===== src/sv/swc_pkg.sv =====
// ----------------------------------------------------------------------------
// Soil water content package
// Shared constants, types and the exponential table for the water retention
// pipeline.
// ----------------------------------------------------------------------------
package swc_pkg;

  localparam int unsigned CONTENT_FRAC_BITS = 16;
  localparam int unsigned CONTENT_W = 16;
  localparam int unsigned LOG_FB = 24;
  localparam int unsigned LOG_IN_W = 54;
  localparam int unsigned LOG_P_W = 6;
  localparam int unsigned LOG_OUT_W = LOG_P_W + LOG_FB;
  localparam int unsigned LOG_LAT = LOG_FB + 2;
  localparam int unsigned EXP_IN_W = 37;
  localparam int unsigned EXP_N_W = 6;
  localparam int unsigned EXP_OUT_W = 33;
  localparam int unsigned EXP_LAT = LOG_FB + 2;
  localparam int unsigned MIN_STEP = ((1 << CONTENT_FRAC_BITS) + 5000) / 10000;

  localparam logic [19:0] BETA_MIN = 20'd65537;
  localparam logic [53:0] OFFSET_CM = 54'd167772;

  localparam logic [1:0] REG_RESIDUAL = 2'd0;
  localparam logic [1:0] REG_SATURATED = 2'd1;
  localparam logic [1:0] REG_ALPHA = 2'd2;
  localparam logic [1:0] REG_BETA = 2'd3;

  typedef enum logic [1:0] {
    CASE_FORMULA = 2'd0,
    CASE_SAT     = 2'd1,
    CASE_RES     = 2'd2,
    CASE_FLOOR   = 2'd3
  } case_t;

  typedef struct packed {
    logic        busy;
    logic [23:0] gamma;
  } gdiv_stat_t;

  typedef logic [LOG_FB:0][31:0] exp_rom_t;

  function automatic logic [63:0] isqrt64(input logic [63:0] n_in);
    logic [63:0] n;
    logic [63:0] r;
    logic [63:0] b;
    n = n_in;
    r = '0;
    for (int k = 31; k >= 0; k--) begin
      b = 64'd1 << (2 * k);
      if (n >= r + b) begin
        n = n - (r + b);
        r = (r >> 1) + b;
      end else begin
        r = r >> 1;
      end
    end
    return r;
  endfunction

  function automatic exp_rom_t build_exp_rom();
    exp_rom_t    rom;
    logic [63:0] cur;
    rom = '0;
    cur = isqrt64(64'd1 << 63);
    rom[1] = cur[31:0];
    for (int i = 2; i <= LOG_FB; i++) begin
      cur = isqrt64({cur[31:0], 32'd0});
      rom[i] = cur[31:0];
    end
    return rom;
  endfunction

  localparam exp_rom_t EXP_ROM = build_exp_rom();

endpackage


===== src/sv/swc_gamma_div.sv =====
// ----------------------------------------------------------------------------
// Exponent divider
// Serial restoring division that forms 1 - 1/beta with 24 fraction bits,
// rounded, one quotient bit per cycle.
// ----------------------------------------------------------------------------
module swc_gamma_div import swc_pkg::*; (
  input  logic       clk,
  input  logic       rst_n,
  input  logic       start,
  input  logic [19:0] beta,
  output gdiv_stat_t stat
);

  logic        busy_r;
  logic [5:0]  cnt_r;
  logic [19:0] rem_r;
  logic [23:0] q_r;
  logic [23:0] gamma_r;
  logic [40:0] num;
  logic [20:0] sh;
  logic        qb;
  logic [19:0] rem_nxt;
  logic [23:0] q_nxt;
  logic [24:0] g_full;

  assign num = {1'b1, 21'd0, beta[19:1]};

  always_comb begin
    sh = {rem_r, num[cnt_r]};
    qb = (sh >= {1'b0, beta});
    rem_nxt = qb ? 20'(sh - {1'b0, beta}) : sh[19:0];
    q_nxt = {q_r[22:0], qb};
    g_full = 25'd1 << 24;
    g_full = g_full - {1'b0, q_nxt};
  end

  always_ff @(posedge clk) begin
    if (!rst_n || start) begin
      busy_r <= 1'b1;
      cnt_r <= 6'd40;
      rem_r <= '0;
      q_r <= '0;
    end else if (busy_r) begin
      rem_r <= rem_nxt;
      q_r <= q_nxt;
      if (cnt_r == 6'd0) begin
        busy_r <= 1'b0;
        gamma_r <= g_full[23:0];
      end else begin
        cnt_r <= cnt_r - 6'd1;
      end
    end
  end

  assign stat.busy = busy_r;
  assign stat.gamma = gamma_r;

endmodule


===== config.mk =====
export PLATFORM = sky130hd
export DESIGN_NAME = swc_gamma_div
export DESIGN_NICKNAME = d
export VERILOG_FILES = /design/src/sv/swc_pkg.sv /design/src/sv/swc_gamma_div.sv
export SDC_FILE = /design/constraint.sdc
export NUM_CORES = 1
export LEC_CHECK = 0
export BUFFER_PORTS_ARGS = -buffer_cell sky130_fd_sc_hd__buf_2
export CORE_MARGIN = 1.5
export CORE_UTILIZATION = 55
export CTS_BUF_LIST = sky130_fd_sc_hd__clkbuf_2 sky130_fd_sc_hd__clkbuf_4 sky130_fd_sc_hd__clkbuf_8
export CTS_CLUSTER_DIAMETER = 120
export CTS_CLUSTER_SIZE = 25
export DETAILED_ROUTE_END_ITERATION = 8
export PLACE_DENSITY = 0.76
export SYNTH_ARGS = -nofsm -noshare
export SYNTH_HDL_FRONTEND = slang
export SYNTH_SLANG_ARGS = --single-unit

===== constraint.sdc =====
create_clock -name clk -period 16.6 [get_ports clk]
set_input_delay 3.32 -clock clk [delete_from_list [all_inputs] [get_ports clk]]
set_output_delay 3.32 -clock clk [all_outputs]
set_load 0.01 [all_outputs]

==> impl_metrics.csv <==
group,metric,value,unit
setup_path,worstSetupStartpointType,"input pin",
timing,period_minus_slack,7820,ps
global_route,antenna_found_initial,0,
setup_path,cp.arrival,7930,ps
finish,drive_above_1_share,15.5,%
power,power.density,72.1,mW/mm²
timing,hold_viol,0,
finish,multi_input_area,0.00250,mm²
global_route,top_usage_layer,"met2",
power,ir_worst_vdd,45.1,µV
clock_tree,cts.sinks,74,
finish,ff_latch_area,0.00172,mm²
setup_path,cpMaxStageDelayCell,"a2111oi_0",
setup_path,criticalPathCategory,"input pin to register",
setup_path,cp_max_fo,3,
yosys,synthFlopType,"dfxtp_1",
timing,finalSetupViolCount,0,
place,port_buffers,47,
yosys,synth.net_count,539,
run,drv_cap,0,
yosys,ys_seq_area_share,38.9,%
routing,detail_route.iter0.violations,177,
place,gp_congestion,0.907,
finish,finalInstanceArea,0.00491,mm²
clock_tree,clkTransAtPathRegs,90,ps
finish,area_growth,11.0,%
floorplan,rows,32,
global_route,grt_pass1_wl,17.1,mm
yosys,syn_area,0.00443,mm²
floorplan,fp.coreArea,0.00777,mm²
routing,drc_errors,0,
finish,num_antenna_cells,0,
min_path,hp-class,"register to register",
clock_tree,tritoncts,"done",
finish,nFillCells,677,
finish,layout_common_cells,"nor2_1, dfxtp_1, buf_2",
timing,drv_slew,0,
global_route,track_usage,25.5,%
global_route,grt_overflow,0,
clock_tree,post_cts_resize_count,0,
floorplan,dieArea,0.00860,mm²
global_route,grt_max_degree,68,
timing,timing.slew.headroom,48.8,%
setup_path,worstPathRequired,16700,ps
setup_path,rrSetupSlack,11120,ps
place,dpl.hpwl,7.15,mm
run_status,status,"complete, no violations",
floorplan,io_pins,48,
setup_path,path_cells,"buf_2 > inv_1 > mux4_2 > o21ai_0 > nand3_1 > a32o_1 > ha_1 > nand4_1 > nor2_1 > a2111oi_0 > o21a_1 > ha_1 > or3b_4 > or3_4 > or4_4 > or3_4 > nor3b_4 > nand2_1 > xor2_1",
clock_tree,clock_latency,350,ps
clock_tree,clock_path_buffers,2,
yosys,ys_ff_latch,74,
timing,clock_skew,8.24,ps
yosys,synth_edf_count,24,
clock_tree,numCtsBuffers,9,
timing,hold_slack,496,ps
setup_path,worst_path_largest_cell_delay,560,ps
global_route,grt_pass1_vias,3522,
floorplan,initial_utilization,57.0,%
global_route,gr-usage-met2,44.1,%
timing,fin_crit_sh,47.1,%
timing,tightest_slew,767,ps
clock_tree,h-tree-depth,3,
finish,fin_nets,576,
place,post_dp_cell_area,0.00473,mm²
global_route,met1_usage,32.5,%
clock_tree,cts_root_buf,"clkbuf_8",
yosys,avgSynthCellArea,9.00,µm²
yosys,async_flop_share,0,%
finish,final_common_cell,"nor2_1",
routing,wirelength,10.1,mm
timing,max_freq,0.128,GHz
power,p_leak,2.26,nW
routing,via_per_inst,5.79,
timing,fin_setup_tns,0,ps
setup_path,worstSetupEndpointType,"register",
routing,wl_per_cell,15.8,µm
yosys,ys_types,56,
clock_tree,post_cts_buffers,0,
routing,first_pass_iters,4,
floorplan,die_y,92.7,µm
timing,rsz0062_at_grt,"false",
yosys,synthCells,492,
floorplan,die_w,92.7,µm
routing,vias,3680,
clock_tree,cts_hold_buf,0,
routing,antenna_left,0,
yosys,ys_warn_count,0,
global_route,grt_use_met3,4.68,%
-- flip-flops by register name, indices dropped and copies added (netlist names) --
signal,cells
busy_r,1
cnt_r,6
gamma_r,24
q_r,23
rem_r,20
-- worst paths after layout --
kind         cells after the start                     end              startpoint
min reg2reg                      2  rem_r[14]$_SDFFE_PP0P_  rem_r[13]$_SDFFE_PP0P_
max reg2reg                     18   gamma_r[22]$_DFFE_PP_   cnt_r[0]$_SDFFE_PP0P_
min                              2  rem_r[14]$_SDFFE_PP0P_  rem_r[13]$_SDFFE_PP0P_
max                             19   gamma_r[22]$_DFFE_PP_                 beta[4]
-- routing by layer --
layer	wire (µm)	vias to the layer above
met5	0	-
met4	149	0
met3	324	14
met2	5020	75
met1	4570	1761
li1	-	1830
-- logic make-up after synthesis --
group                    share of synthesized area, %
AND/OR/NAND/NOR                                  18.9
AO/OA/AOI/OAI                                    14.0
flip-flops                                       38.9
buffers and inverters                            4.66
XOR/XNOR                                         8.51
multiplexers                                     8.11
adder cells (fa/ha/maj)                          6.95
-- synthesized netlist by cell type (all sizes together) (17+ instances only) --
master	instances	area, µm²
nor2	54	203
dfxtp	50	1000
nand2	45	169
mux2i	28	280
inv	27	101
o21ai	26	130
edfxtp	24	721
ha	23	288
xor2	22	193
xnor2	21	184
a21oi	19	98.9
clkbuf	17	63.8
-- where the power goes --
part | total [mW] | switching, mW | internal (mW)
combinational | 0.0336 | 0.0190 | 0.0146
sequential | 0.189 | 0.00228 | 0.187
clock | 0.132 | 0.0753 | 0.0565
total | 0.354 | 0.0966 | 0.258
-- area by class of cell --
type / instances / area share, %
clock buffer: 9 / 2.52
inverter: 27 / 2.06
sequential: 74 / 35.1
multi-input combinational: 365 / 51.0
tap: 102 / 2.60
timing repair buffer: 52 / 5.55
clock inverter: 7 / 1.22
-- stage by stage --
step	util [%]	worst slack (ps)	power (mW)	std cells
finish	63.3	8780	0.354	636
global route	63.3	8530	0.371	636
CTS	63.3	8800	0.356	636
global placement	60.9	8600	0.225	620
floorplan	-	8410	0.216	492
detailed placement	60.9	8430	0.226	620
-- critical path: cells and delay by family --
family / cells / cell delay, ps
buffers and inverters: 2 / 130
muxes: 1 / 460
adders and majority gates: 2 / 490
xor gates and xnor gates: 1 / 160
AOI/OAI and AO/OA: 4 / 1240
and+or+nand+nor: 9 / 2150
Note: power is estimated with default switching activity, not from simulation.
